<file path="config.mk">
export PLATFORM = sky130hd
export DESIGN_NAME = recursive_mutex_fifo_handoff_core_flat
export DESIGN_NICKNAME = d
export VERILOG_FILES = /design/src/hw/rtl/rmfh_pkg.sv /design/src/hw/rtl/rmfh_req_if.sv /design/src/hw/rtl/rmfh_rsp_if.sv /design/src/hw/rtl/recursive_mutex_fifo_handoff_core.sv /design/src/hw/rtl/rmfh_in_stage.sv /design/src/hw/rtl/rmfh_wait_queue.sv /design/src/hw/rtl/rmfh_lock_engine.sv /design/src/flat_wrapper.sv
export VERILOG_INCLUDE_DIRS = /design/src /design/src/hw/rtl
export SDC_FILE = /design/constraint.sdc
export NUM_CORES = 1
export LEC_CHECK = 0
export ABC_AREA = 0
export BUFFER_PORTS_ARGS = -buffer_cell sky130_fd_sc_hd__buf_2
export CORE_MARGIN = 2
export CORE_UTILIZATION = 50
export CTS_CLUSTER_DIAMETER = 80
export DETAILED_ROUTE_END_ITERATION = 16
export PLACE_DENSITY_LB_ADDON = 0.15
export RECOVER_POWER = 50
export SYNTH_ARGS = -nofsm -noshare
export SYNTH_HDL_FRONTEND = slang
export SYNTH_SLANG_ARGS = --single-unit
</file>
<file path="constraint.sdc">
create_clock -name clock -period 3.75 [get_ports clock]
set_input_delay 0.75 -clock clock [delete_from_list [all_inputs] [get_ports clock]]
set_output_delay 0.75 -clock clock [all_outputs]
set_load 0.1 [all_outputs]
</file>
<file path="src/hw/rtl/recursive_mutex_fifo_handoff_core_defines.svh">
// assertion helpers shared by the mutex core
`ifndef RECURSIVE_MUTEX_FIFO_HANDOFF_CORE_DEFINES_SVH
`define RECURSIVE_MUTEX_FIFO_HANDOFF_CORE_DEFINES_SVH

`ifndef SYNTHESIS
`define RMFH_ASSERT_IMPLY(label, clk, rst, lhs, rhs) \
   label: assert property (@(posedge clk) disable iff (rst) (lhs) |-> (rhs)) \
      else $error("rmfh assertion failed");
`define RMFH_ASSERT_NEXT(label, clk, rst, lhs, rhs) \
   label: assert property (@(posedge clk) disable iff (rst) (lhs) |=> (rhs)) \
      else $error("rmfh assertion failed");
`else
`define RMFH_ASSERT_IMPLY(label, clk, rst, lhs, rhs)
`define RMFH_ASSERT_NEXT(label, clk, rst, lhs, rhs)
`endif

`endif

</file>
<file path="src/hw/rtl/rmfh_pkg.sv">
package rmfh_pkg;

   localparam int ID_W            = 8;
   localparam int OP_W            = 2;
   localparam int ST_W            = 3;
   localparam int ERR_W           = 2;
   localparam int HOLD_W          = 8;
   localparam int QUEUE_DEPTH_DEF = 16;
   localparam int MAX_NEST_DEF    = 255;

   typedef enum logic [OP_W-1:0] {
      OP_LOCK   = 2'd0,
      OP_TRY    = 2'd1,
      OP_UNLOCK = 2'd2,
      OP_RSVD   = 2'd3
   } op_type;

   typedef enum logic [ST_W-1:0] {
      ST_GRANTED = 3'd0,
      ST_QUEUED  = 3'd1,
      ST_REFUSED = 3'd2,
      ST_FREED   = 3'd3,
      ST_HANDED  = 3'd4,
      ST_NESTREL = 3'd5,
      ST_ERROR   = 3'd6
   } status_type;

   typedef enum logic [ERR_W-1:0] {
      ERR_NONE  = 2'd0,
      ERR_FULL  = 2'd1,
      ERR_SAT   = 2'd2,
      ERR_OWNER = 2'd3
   } err_type;

   typedef struct packed {
      op_type            op;
      logic [ID_W-1:0]   id;
   } req_beat_type;

   typedef struct packed {
      logic push;
      logic pop;
   } q_ctrl_type;

   typedef struct packed {
      logic empty;
      logic full;
   } q_stat_type;

endpackage

</file>
<file path="src/hw/rtl/rmfh_req_if.sv">
interface rmfh_req_if;
   logic                        valid;
   logic                        ready;
   logic [rmfh_pkg::OP_W-1:0]   opcode;
   logic [rmfh_pkg::ID_W-1:0]   requester_id;

   modport source (output valid, output opcode, output requester_id, input ready);
   modport sink (input valid, input opcode, input requester_id, output ready);
endinterface

</file>
<file path="src/hw/rtl/rmfh_rsp_if.sv">
interface rmfh_rsp_if;
   logic                          valid;
   logic                          ready;
   logic [rmfh_pkg::ST_W-1:0]     status;
   logic [rmfh_pkg::ERR_W-1:0]    error_code;
   logic                          wake_valid;
   logic [rmfh_pkg::ID_W-1:0]     wake_id;
   logic [rmfh_pkg::HOLD_W-1:0]   hold_count;

   modport source (output valid, output status, output error_code, output wake_valid,
                   output wake_id, output hold_count, input ready);
   modport sink (input valid, input status, input error_code, input wake_valid,
                 input wake_id, input hold_count, output ready);
endinterface

</file>
<file path="src/hw/rtl/recursive_mutex_fifo_handoff_core.sv">
// a request beat is registered in the input stage, then its response in the lock engine
// one request per cycle unless rsp stalls; each sees the state left by the one before
// the owner, nest count and queue pointers update in the same cycle the response registers
// reset clears ownership, nest count, queue pointers and recursive mode at once
// queue entries hold no reset value; only occupied slots are ever read
module recursive_mutex_fifo_handoff_core #(
   parameter int QUEUE_DEPTH = rmfh_pkg::QUEUE_DEPTH_DEF,
   parameter int MAX_NEST    = rmfh_pkg::MAX_NEST_DEF
) (
   input  logic          clock,
   input  logic          reset,
   input  logic          csr_we,
   input  logic          csr_wdata,
   rmfh_req_if.sink      req_ch,
   rmfh_rsp_if.source    rsp_ch
);

   logic                        beat_valid;
   rmfh_pkg::req_beat_type      beat;
   logic                        advance;
   rmfh_pkg::q_ctrl_type        q_ctrl;
   rmfh_pkg::q_stat_type        q_stat;
   logic [rmfh_pkg::ID_W-1:0]   q_head_id;

   rmfh_in_stage u_in_stage (
      .clock      (clock),
      .reset      (reset),
      .req_ch     (req_ch),
      .advance    (advance),
      .beat_valid (beat_valid),
      .beat       (beat)
   );

   rmfh_wait_queue #(
      .QUEUE_DEPTH (QUEUE_DEPTH)
   ) u_wait_queue (
      .clock   (clock),
      .reset   (reset),
      .q_ctrl  (q_ctrl),
      .push_id (beat.id),
      .q_stat  (q_stat),
      .head_id (q_head_id)
   );

   rmfh_lock_engine #(
      .MAX_NEST (MAX_NEST)
   ) u_lock_engine (
      .clock      (clock),
      .reset      (reset),
      .csr_we     (csr_we),
      .csr_wdata  (csr_wdata),
      .beat_valid (beat_valid),
      .beat       (beat),
      .advance    (advance),
      .q_ctrl     (q_ctrl),
      .q_stat     (q_stat),
      .q_head_id  (q_head_id),
      .rsp_ch     (rsp_ch)
   );

endmodule

</file>
<file path="src/hw/rtl/rmfh_in_stage.sv">
module rmfh_in_stage (
   input  logic                   clock,
   input  logic                   reset,
   rmfh_req_if.sink               req_ch,
   input  logic                   advance,
   output logic                   beat_valid,
   output rmfh_pkg::req_beat_type beat
);

   logic                   valid_ff;
   logic                   valid_in;
   rmfh_pkg::req_beat_type beat_ff;
   logic                   take;

   // the held beat leaves in the same cycle a new one may arrive
   assign req_ch.ready = !valid_ff || advance;
   assign take         = req_ch.valid && req_ch.ready;

   always_comb begin
      valid_in = valid_ff;
      if (take) begin
         valid_in = 1'b1;
      end else if (advance) begin
         valid_in = 1'b0;
      end
   end

   always_ff @(posedge clock) begin
      if (reset) begin
         valid_ff <= 1'b0;
      end else begin
         valid_ff <= valid_in;
      end
   end

   always_ff @(posedge clock) begin
      if (take) begin
         beat_ff.op <= rmfh_pkg::op_type'(req_ch.opcode);
         beat_ff.id <= req_ch.requester_id;
      end
   end

   assign beat_valid = valid_ff;
   assign beat       = beat_ff;

endmodule

</file>
<file path="src/hw/rtl/rmfh_wait_queue.sv">
`include "recursive_mutex_fifo_handoff_core_defines.svh"

module rmfh_wait_queue #(
   parameter int QUEUE_DEPTH = rmfh_pkg::QUEUE_DEPTH_DEF
) (
   input  logic                        clock,
   input  logic                        reset,
   input  rmfh_pkg::q_ctrl_type        q_ctrl,
   input  logic [rmfh_pkg::ID_W-1:0]   push_id,
   output rmfh_pkg::q_stat_type        q_stat,
   output logic [rmfh_pkg::ID_W-1:0]   head_id
);

   localparam int PTR_W = (QUEUE_DEPTH > 1) ? $clog2(QUEUE_DEPTH) : 1;
   localparam int CNT_W = $clog2(QUEUE_DEPTH + 1);
   localparam logic [PTR_W-1:0] LAST_SLOT = PTR_W'(QUEUE_DEPTH - 1);
   localparam logic [CNT_W-1:0] FULL_CNT  = CNT_W'(QUEUE_DEPTH);

   logic [rmfh_pkg::ID_W-1:0] entries_ff [QUEUE_DEPTH];
   logic [PTR_W-1:0]          head_ff;
   logic [PTR_W-1:0]          head_in;
   logic [PTR_W-1:0]          tail_ff;
   logic [PTR_W-1:0]          tail_in;
   logic [CNT_W-1:0]          count_ff;
   logic [CNT_W-1:0]          count_in;

   always_comb begin
      head_in  = head_ff;
      tail_in  = tail_ff;
      count_in = count_ff;
      if (q_ctrl.push) begin
         tail_in  = (tail_ff == LAST_SLOT) ? '0 : tail_ff + 1'b1;
         count_in = count_ff + 1'b1;
      end else if (q_ctrl.pop) begin
         head_in  = (head_ff == LAST_SLOT) ? '0 : head_ff + 1'b1;
         count_in = count_ff - 1'b1;
      end
   end

   always_ff @(posedge clock) begin
      if (reset) begin
         head_ff  <= '0;
         tail_ff  <= '0;
         count_ff <= '0;
      end else begin
         head_ff  <= head_in;
         tail_ff  <= tail_in;
         count_ff <= count_in;
      end
   end

   always_ff @(posedge clock) begin
      if (q_ctrl.push) begin
         entries_ff[tail_ff] <= push_id;
      end
   end

   assign head_id      = entries_ff[head_ff];
   assign q_stat.empty = (count_ff == '0);
   assign q_stat.full  = (count_ff == FULL_CNT);

   `RMFH_ASSERT_IMPLY(a_no_push_full, clock, reset, q_ctrl.push, !q_stat.full)
   `RMFH_ASSERT_IMPLY(a_no_pop_empty, clock, reset, q_ctrl.pop, !q_stat.empty)
   `RMFH_ASSERT_NEXT(a_push_fills, clock, reset, q_ctrl.push, !q_stat.empty)

endmodule

</file>
<file path="src/hw/rtl/rmfh_lock_engine.sv">
`include "recursive_mutex_fifo_handoff_core_defines.svh"

module rmfh_lock_engine #(
   parameter int MAX_NEST = rmfh_pkg::MAX_NEST_DEF
) (
   input  logic                        clock,
   input  logic                        reset,
   input  logic                        csr_we,
   input  logic                        csr_wdata,
   input  logic                        beat_valid,
   input  rmfh_pkg::req_beat_type      beat,
   output logic                        advance,
   output rmfh_pkg::q_ctrl_type        q_ctrl,
   input  rmfh_pkg::q_stat_type        q_stat,
   input  logic [rmfh_pkg::ID_W-1:0]   q_head_id,
   rmfh_rsp_if.source                  rsp_ch
);

   localparam int NEST_W = $clog2(MAX_NEST + 1);
   localparam logic [NEST_W-1:0] NEST_MAX = NEST_W'(MAX_NEST);
   localparam logic [NEST_W-1:0] NEST_ONE = NEST_W'(1);

   logic                         recursive_ff;
   logic [NEST_W-1:0]            nest_ff;
   logic [NEST_W-1:0]            nest_in;
   logic [rmfh_pkg::ID_W-1:0]    owner_ff;
   logic [rmfh_pkg::ID_W-1:0]    owner_in;

   logic                         rsp_valid_ff;
   rmfh_pkg::status_type         status_ff;
   rmfh_pkg::status_type         status_in;
   rmfh_pkg::err_type            err_ff;
   rmfh_pkg::err_type            err_in;
   logic                         wake_ff;
   logic                         wake_in;
   logic [rmfh_pkg::ID_W-1:0]    wake_id_ff;
   logic [rmfh_pkg::ID_W-1:0]    wake_id_in;
   logic [rmfh_pkg::HOLD_W-1:0]  hold_ff;
   logic [NEST_W+rmfh_pkg::HOLD_W-1:0] hold_wide;

   logic                         is_free;
   logic                         can_nest;
   logic                         is_owner;

   assign advance  = beat_valid && (!rsp_valid_ff || rsp_ch.ready);
   assign is_free  = (nest_ff == '0);
   assign is_owner = (owner_ff == beat.id);
   assign can_nest = recursive_ff && is_owner;

   always_comb begin
      nest_in    = nest_ff;
      owner_in   = owner_ff;
      status_in  = rmfh_pkg::ST_REFUSED;
      err_in     = rmfh_pkg::ERR_NONE;
      wake_in    = 1'b0;
      wake_id_in = '0;
      q_ctrl     = '0;
      unique case (beat.op)
         rmfh_pkg::OP_LOCK, rmfh_pkg::OP_TRY: begin
            if (is_free) begin
               nest_in   = NEST_ONE;
               owner_in  = beat.id;
               status_in = rmfh_pkg::ST_GRANTED;
            end else if (can_nest) begin
               if (nest_ff >= NEST_MAX) begin
                  status_in = rmfh_pkg::ST_ERROR;
                  err_in    = rmfh_pkg::ERR_SAT;
               end else begin
                  nest_in   = nest_ff + 1'b1;
                  status_in = rmfh_pkg::ST_GRANTED;
               end
            end else if (beat.op == rmfh_pkg::OP_LOCK) begin
               if (q_stat.full) begin
                  status_in = rmfh_pkg::ST_ERROR;
                  err_in    = rmfh_pkg::ERR_FULL;
               end else begin
                  q_ctrl.push = beat_valid && advance;
                  status_in   = rmfh_pkg::ST_QUEUED;
               end
            end
         end
         rmfh_pkg::OP_UNLOCK: begin
            if (is_free || !is_owner) begin
               status_in = rmfh_pkg::ST_ERROR;
               err_in    = rmfh_pkg::ERR_OWNER;
            end else if (nest_ff != NEST_ONE) begin
               nest_in   = nest_ff - 1'b1;
               status_in = rmfh_pkg::ST_NESTREL;
            end else if (q_stat.empty) begin
               nest_in   = '0;
               owner_in  = '0;
               status_in = rmfh_pkg::ST_FREED;
            end else begin
               // last release with waiters: the queue head takes over at depth one
               q_ctrl.pop = beat_valid && advance;
               nest_in    = NEST_ONE;
               owner_in   = q_head_id;
               status_in  = rmfh_pkg::ST_HANDED;
               wake_in    = 1'b1;
               wake_id_in = q_head_id;
            end
         end
         default: begin
            status_in = rmfh_pkg::ST_REFUSED;
         end
      endcase
   end

   assign hold_wide = {{rmfh_pkg::HOLD_W{1'b0}}, nest_in};

   always_ff @(posedge clock) begin
      if (reset) begin
         recursive_ff <= 1'b0;
         nest_ff      <= '0;
         owner_ff     <= '0;
         rsp_valid_ff <= 1'b0;
      end else begin
         if (csr_we) begin
            recursive_ff <= csr_wdata;
         end
         if (advance) begin
            nest_ff      <= nest_in;
            owner_ff     <= owner_in;
            rsp_valid_ff <= 1'b1;
         end else if (rsp_ch.ready) begin
            rsp_valid_ff <= 1'b0;
         end
      end
   end

   always_ff @(posedge clock) begin
      if (advance) begin
         status_ff  <= status_in;
         err_ff     <= err_in;
         wake_ff    <= wake_in;
         wake_id_ff <= wake_id_in;
         hold_ff    <= hold_wide[rmfh_pkg::HOLD_W-1:0];
      end
   end

   assign rsp_ch.valid      = rsp_valid_ff;
   assign rsp_ch.status     = status_ff;
   assign rsp_ch.error_code = err_ff;
   assign rsp_ch.wake_valid = wake_ff;
   assign rsp_ch.wake_id    = wake_id_ff;
   assign rsp_ch.hold_count = hold_ff;

   `RMFH_ASSERT_IMPLY(a_free_no_owner, clock, reset, nest_ff == '0, owner_ff == '0)
   `RMFH_ASSERT_IMPLY(a_waiters_held, clock, reset, !q_stat.empty, nest_ff != '0)
   `RMFH_ASSERT_NEXT(a_handover_owner, clock, reset, q_ctrl.pop,
                     owner_ff == $past(q_head_id) && nest_ff == NEST_ONE)

endmodule
</file>
<file path="src/flat_wrapper.sv">
// flat-port wrapper written by rule: the top's interface ports become plain ports
module recursive_mutex_fifo_handoff_core_flat 
#(
   parameter int QUEUE_DEPTH = rmfh_pkg::QUEUE_DEPTH_DEF,
   parameter int MAX_NEST    = rmfh_pkg::MAX_NEST_DEF
)
  (clock, reset, csr_we, csr_wdata, req_ch_valid, req_ch_opcode, req_ch_requester_id, req_ch_ready, rsp_ch_valid, rsp_ch_status, rsp_ch_error_code, rsp_ch_wake_valid, rsp_ch_wake_id, rsp_ch_hold_count, rsp_ch_ready);
  rmfh_req_if req_ch_i ();
  rmfh_rsp_if rsp_ch_i ();
  input  logic clock;
  input  logic reset;
  input  logic csr_we;
  input  logic csr_wdata;
  input wire logic [$bits(req_ch_i.valid)-1:0] req_ch_valid;
  input wire logic [$bits(req_ch_i.opcode)-1:0] req_ch_opcode;
  input wire logic [$bits(req_ch_i.requester_id)-1:0] req_ch_requester_id;
  output wire logic [$bits(req_ch_i.ready)-1:0] req_ch_ready;
  output wire logic [$bits(rsp_ch_i.valid)-1:0] rsp_ch_valid;
  output wire logic [$bits(rsp_ch_i.status)-1:0] rsp_ch_status;
  output wire logic [$bits(rsp_ch_i.error_code)-1:0] rsp_ch_error_code;
  output wire logic [$bits(rsp_ch_i.wake_valid)-1:0] rsp_ch_wake_valid;
  output wire logic [$bits(rsp_ch_i.wake_id)-1:0] rsp_ch_wake_id;
  output wire logic [$bits(rsp_ch_i.hold_count)-1:0] rsp_ch_hold_count;
  input wire logic [$bits(rsp_ch_i.ready)-1:0] rsp_ch_ready;
  assign req_ch_i.valid = req_ch_valid;
  assign req_ch_i.opcode = req_ch_opcode;
  assign req_ch_i.requester_id = req_ch_requester_id;
  assign req_ch_ready = req_ch_i.ready;
  assign rsp_ch_valid = rsp_ch_i.valid;
  assign rsp_ch_status = rsp_ch_i.status;
  assign rsp_ch_error_code = rsp_ch_i.error_code;
  assign rsp_ch_wake_valid = rsp_ch_i.wake_valid;
  assign rsp_ch_wake_id = rsp_ch_i.wake_id;
  assign rsp_ch_hold_count = rsp_ch_i.hold_count;
  assign rsp_ch_i.ready = rsp_ch_ready;
  recursive_mutex_fifo_handoff_core #(.QUEUE_DEPTH(QUEUE_DEPTH), .MAX_NEST(MAX_NEST)) u_core (.clock(clock), .reset(reset), .csr_we(csr_we), .csr_wdata(csr_wdata), .req_ch(req_ch_i), .rsp_ch(rsp_ch_i));
endmodule
</file>
==> results.md, run 1 <==
- Number of global-route vias before repair: 5104
- Failing checks: capacitance limit, slew limit
- Max-slew violations: 72
- Clock tree sinks: 196
- Final routed DRC violation total: 0
- GR Overflow Total: 0
- GRT Total Usage: 21.8%
- # setup viols final: 0
- Relative slew margins: -24.7%
- Critical path capture point type: flop
- Critical path's slowest cell: dfxtp_1
- Die area: 18300 um^2
- Worst Setup Start Kind: flop
- R2R cell count: 14
- Outcome: finished with violations
- CP top delay family: compound AO/OA/AOI/OAI gates
- Final total power: 4.54 mW
- Cells after Synth: 586
- Leakage: 3.21 nW
- Cell area after synthesis: 8630 um^2
- Die W: 135 um
- Initial Util: 50.6%
- Worst Hold Class: in2reg
- Worst-Skew Late Latency: 0.43 ns
- Vias per std cell: 6.05
- Top_reg_cell synth: edfxtp_1
- Arr. time, crit path: 3.81 ns
- CTS tree: yes
- Multi-input combinational cell area: 2890 um^2
- Ys Warns: 0
- Pin count of the biggest net entering global routing: 40
- Vias: 5260
- Row count: 48
- Post-DP HPWL: 13400 um
- First-pass GRT wire length: 29400 um
- Routed WL: 19300 um
- Seq. cell area: 5530 um^2
- Max Cap Viol: 2
- Final hold vios: 0
- Core box area: 17100 um^2
- Initial DRC Count: 608
- Initial antenna violation count: 0
- Chip height: 135 um
- Post-synthesis sequential area ratio: 64.0%
- Library cells used by synthesis: 65
- Gpl congestion: 0.956
- Crit path max fanout: 9
- Skew final: 0.0117 ns
- Unrepaired setup endpoints after global routing: false
- Most common cell in the netlist: edfxtp_1
- Post-synth EDFFs: 160
- R2R Setup Slk: 0.25 ns
- Final worst path period share: 93.2%
- Origin of the worst setup path: u_core.u_lock_engine.nest_ff[0]
- TNS Setup: 0 ns
- CTS Root Cell: clkbuf_16
- Post-CTS sizing: 0
- HP Start: req_ch_requester_id[4]
- Cell Pwr Density: 467 nW/um^2
- Crit path cell chain: inv_1 > ha_1 > nor3b_1 > a21oi_2 > nand3_1 > nand2b_1 > inv_2 > fa_1 > inv_1 > a21o_1 > a21oi_1 > nand3_1 > o21ai_1 > mux2_2
- IO Pins: 40
- Hold path cells: 1
- Hold Path Sink: u_core.u_in_stage.beat[4]
- IO Port Bufs: 39
- # hold bufs at CTS: 0
- Largest area contributor in the netlist: edfxtp_1
- Post-CTS Setup Bufs: 0
- VDD IR-drop max: 0.326 mV
- CTS Buf Count: 17
- Max Root-Sink Buffers: 2
- Worst EP required: 4.07 ns
- Synth area leaders: edfxtp_1 (56%), mux4_2 (10%), dfxtp_1 (8.4%)
- Kind of critical path: reg2reg
- Post-synthesis async set-or-reset flop share: 0%
- Syn avg cell area: 14.7 um^2
- Synth top area share: 55.7%
- Synth cell count leaders: edfxtp_1 (160), nand2_1 (45), mux4_2 (40)
- Synth-to-Final Area Change: 12.5%
- CP Buf/Inv Count: 3
- Max Fclk: 0.286 GHz
- H-tree levels: 4
- Syn Nets: 615
- Reg2Reg Launch Point: u_core.u_lock_engine.nest_ff[0]
- Layout cell share with drive strength beyond 1: 20.5%
- DR pass1 iterations: 5
- ANT nets after route: 0
- Largest stage delay, worst path: 0.50 ns
- Clk slew on worst S/H paths: 0.08 ns
- Fin crit period: 3.50 ns
- Fillers: 1360
- Hold WS: 0.491 ns
- FF+latch count, synth: 196
- Reg2Reg Capture Point: u_core.u_wait_queue.count_ff[4]
- Worst Max-Slew Pin Slew: 1.87 ns
- ANT cells: 0
- Fin nets: 661
- Routed length per instance: 22.2 um
==> worst max-delay path by stage <==
stage / endpoint / slack (ns) / depth (start not counted)
after floorplan: u_core.u_wait_queue.count_ff[4] / 0.41 / 13
after global placement: u_core.u_wait_queue.count_ff[4] / 0.50 / 14
after detailed placement: u_core.u_wait_queue.count_ff[4] / 0.34 / 14
after CTS: u_core.u_wait_queue.count_ff[4] / 0.32 / 14
after global routing: u_core.u_wait_queue.count_ff[4] / 0.04 / 14
final: u_core.u_wait_queue.count_ff[4] / 0.25 / 14
==> cell type report <==
cell class / count / area share (%)
clock inverter: 15 / 2.00
multi-input combinational: 339 / 29.7
sequential: 196 / 56.9
inverter: 14 / 0.541
tap: 225 / 2.90
timing repair buffer: 64 / 3.57
clock buffer: 17 / 4.38
==> layer usage <==
metal | vias up | share of wire (%) | global-route usage, %
met3 | 26 | 5.7 | 3.97
met1 | 2652 | 46 | 31.8
met4 | 0 | 1.4 | 6.83
met2 | 202 | 47 | 33.8
met5 | - | 0 | 0
li1 | 2380 | - | -
==> state kept, by name (all words and copies together), names as in the netlist, 3 cells and up, named ones only <==
signal                                  cells
u_core.u_in_stage.beat                     10
u_core.u_lock_engine.nest_ff                8
u_core.u_lock_engine.owner_ff               8
u_core.u_lock_engine.rsp_ch.hold_count      8
u_core.u_lock_engine.rsp_ch.status          3
u_core.u_lock_engine.rsp_ch.wake_id         8
u_core.u_wait_queue.count_ff                5
u_core.u_wait_queue.entries_ff            128
u_core.u_wait_queue.head_ff                 4
u_core.u_wait_queue.tail_ff                 4
==> kinds of logic after synthesis <==
logic type                 share of synthesized area (%)
muxes                                               11.0
DFF                                                 64.0
adders and majority gates                           1.97
AOI/OAI and AO/OA                                   7.57
buffers and inverters                               2.54
xor gates and xnor gates                            1.42
and+or+nand+nor                                     11.4
==> power by group <==
| part | total [mW] | switching [mW] | leakage [nW] | internal (mW) |
|---|---|---|---|---|
| clock network | 1.88 | 0.858 | 0.298 | 1.02 |
| registers | 2.40 | 0.0254 | 1.75 | 2.38 |
| logic | 0.259 | 0.199 | 1.16 | 0.0605 |
| total | 4.54 | 1.08 | 3.21 | 3.45 |
==> through the flow <==
stage	area [um^2]	setup WS, ns	util, %	cells
6_report	9710	0.254	56.9	870
5_1_grt	9710	0.0402	56.9	870
2_1_floorplan	8630	0.413	-	586
3_5_place_dp	9140	0.343	53.6	838
4_1_cts	9760	0.317	57.2	870
3_3_place_gp	9140	0.495	53.6	838
==> cells in the final DEF, fill, tap and decap left out, types with 3 or more instances in the layout <==
cell type | netlist | final
o21bai_1 | 8 | 8
mux2i_1 | 3 | 3
clkinv_8 | 0 | 3
o21ai_0 | 14 | 14
a31oi_1 | 11 | 11
inv_1 | 13 | 13
o311ai_0 | 4 | 4
nor3b_1 | 5 | 5
nor4_4 | 3 | 3
clkbuf_1 | 18 | 25
nand3_1 | 18 | 18
edfxtp_1 | 160 | 160
a21oi_1 | 21 | 21
buf_4 | 1 | 17
nand2b_1 | 5 | 5
and2_1 | 19 | 18
o22ai_1 | 6 | 6
buf_2 | 13 | 21
mux4_2 | 40 | 40
xor2_1 | 10 | 10
nand2_1 | 45 | 45
a21o_1 | 3 | 3
and3_1 | 10 | 10
nor4b_1 | 6 | 6
xnor2_1 | 4 | 4
dfxtp_1 | 36 | 35
inv_8 | 0 | 3
nor2_1 | 25 | 25
nor4_1 | 8 | 8
ha_1 | 12 | 12
nor3_1 | 16 | 16
clkbuf_16 | 0 | 17
inv_6 | 0 | 3
Power figures use the tool's default switching activity.
==> run 2, diff against run 1 <==
==> constraint.sdc (replaced) <==
create_clock -name clock -period 3.75 [get_ports clock]
set_input_delay 0.375 -clock clock [delete_from_list [all_inputs] [get_ports clock]]
set_output_delay 0.375 -clock clock [all_outputs]
set_load 0.1 [all_outputs]
==> run 2 against run 1 <==
The run still ends with capacitance limit, slew limit left. Sequential power barely moved. Via count increased by 1.4%. Clock skew barely moved. Global-route usage increased by 0.17 points. Clock power is 9.6% lower. Total power down 3.9%. Critical path depth unchanged. Sequential share of layout area is 0.56 points higher. Clock-buffer cell count unchanged. Critical endpoint unchanged.
==> results.md, run 2 (same netlist as run 1, synthesis figures left out) <==
- Initial Util: 50.6%
- Failing checks: capacitance limit, slew limit
- Commonest non-fill, non-tap cells in the layout: edfxtp_1 (160), nand2_1 (45), mux4_2 (40)
- Max Cap Viol: 1
- Chip height: 135 um
- Skew final: 0.0113 ns
- Worst EP required: 4.07 ns
- First-pass GRT wire length: 29700 um
- GR Overflow Total: 0
- Outcome: finished with violations
- Vias per std cell: 6.15
- Largest reg by FF count: u_core.u_wait_queue.entries_ff
- Unrepaired setup endpoints after global routing: false
- Synth-to-Final Area Change: 11.5%
- Die W: 135 um
- Arr. time, crit path: 3.61 ns
- Area after DPL: 9100 um^2
- Core box area: 17100 um^2
- Final WS setup: 0.465 ns
- Clk slew on worst S/H paths: 0.07 ns
- GRT Total Usage: 22.0%
- Max-slew violations: 40
- CTS tree: yes
- Final hold vios: 0
- Hold WS: 0.113 ns
- Cell Pwr Density: 453 nW/um^2
- Critical path capture point type: flop
- VDD IR-drop max: 0.308 mV
- Routed WL: 19100 um
- Row count: 48
- IO Pins: 40
- Worst Setup Start Kind: flop
- Vias: 5336
- Layout cell share with drive strength beyond 1: 19.3%
- Final instance area: 9620 um^2
- Final total power: 4.36 mW
- Relative slew margins: -27.8%
- Pin count of the biggest net entering global routing: 40
- Die area: 18300 um^2
- Post-CTS Setup Bufs: 0
- Worst-Skew Late Latency: 0.44 ns
- Clock tree sinks: 196
- Post-CTS sizing: 0
- DR pass1 iterations: 6
- TNS Setup: 0 ns
- Routed length per instance: 22.0 um
- Place WS: 0.268 ns
- Fin nets: 659
- CTS Root Cell: clkbuf_16
- ANT cells: 0
- Leakage: 3.16 nW
- CTS Buf Count: 17
- Max FFs per register: 128
- Fillers: 1394
- ANT nets after route: 0
- Final worst path period share: 87.6%
- Commonest non-fill, non-tap cell in the layout: edfxtp_1
- Worst Max-Slew Pin Slew: 1.92 ns
- # hold bufs at CTS: 0
- Max Fclk: 0.304 GHz
- Seq. cell area: 5530 um^2
- Kind of critical path: reg2reg
- Multi-input combinational cell area: 2890 um^2
- H-tree levels: 4
- Max Root-Sink Buffers: 2
- Post-DP HPWL: 12900 um
- Worst Hold Class: in2reg
- Gpl congestion: 0.889
- Final routed DRC violation total: 0
- Number of global-route vias before repair: 5102
- Initial DRC Count: 639
- # setup viols final: 0
- IO Port Bufs: 39
- Crit path max fanout: 9
- Fin crit period: 3.29 ns
- Initial antenna violation count: 0
-- run 2: cell types whose count changed in the layout (fill, tap and decap cells not counted) --
cell	delta
buf_2	-6
clkbuf_1	+3
clkinv_1	+3
clkinv_4	+3
buf_4	+2
bufinv_16	-2
clkinv_8	-2
buf_12	-1
clkinv_2	-1
clkinvlp_4	-1
inv_6	+1
inv_8	-1
-- run 2: path summary, 6_finish.rpt --
check | start | to | slack [ns] | depth (start not counted)
setup / recovery | u_core.u_lock_engine.nest_ff[0] | u_core.u_wait_queue.count_ff[4] | 0.46 | 14
hold / removal | req_ch_requester_id[4] | u_core.u_in_stage.beat[4] | 0.11 | 1
setup reg to reg | u_core.u_lock_engine.nest_ff[0] | u_core.u_wait_queue.count_ff[4] | 0.46 | 14
hold reg to reg | u_core.u_wait_queue.count_ff[3] | u_core.u_wait_queue.count_ff[3] | 0.50 | 2
-- run 2: area by class of cell --
| type | count | share of cell area [%] |
|---|---|---|
| Clock buffer | 17 | 4.42 |
| Clock inverter | 15 | 1.29 |
| Inverter | 14 | 0.546 |
| Multi-Input combinational cell | 339 | 30.0 |
| Sequential cell | 196 | 57.5 |
| Tap cell | 225 | 2.93 |
| Timing Repair Buffer | 62 | 3.36 |
-- run 2: per-layer routing --
metal  global-route usage [%]  routed length, um  vias up
met4                     4.69                211        0
met2                     33.1               8760      227
met1                     33.5               8670     2713
met3                     4.56               1480       23
met5                        0                  0        -
li1                         -                  -     2373
-- run 2: power by group --
part	switching [mW]	internal (mW)
registers	0.0301	2.38
clock network	0.832	0.866
logic	0.194	0.0613
total	1.06	3.30
-- run 2: worst max-delay path, stage by stage (launching register included) --
cell      delay (ns)
dfxtp_1         0.50
inv_1           0.15
ha_1            0.24
nor3b_1         0.17
a21oi_2         0.22
nand3_1         0.15
nand2b_1        0.34
inv_2           0.20
fa_1            0.24
inv_1           0.06
a21o_1          0.15
a21oi_1         0.20
nand3_1         0.10
o21ai_1         0.10
mux2_2          0.34
-- run 2: stage by stage --
step                      instances  utilization, %
final                           868            56.4
after global routing            868            56.4
after CTS                       866            56.6
after detailed placement        834            53.3
after global placement          834            53.3
after floorplan                 586               -
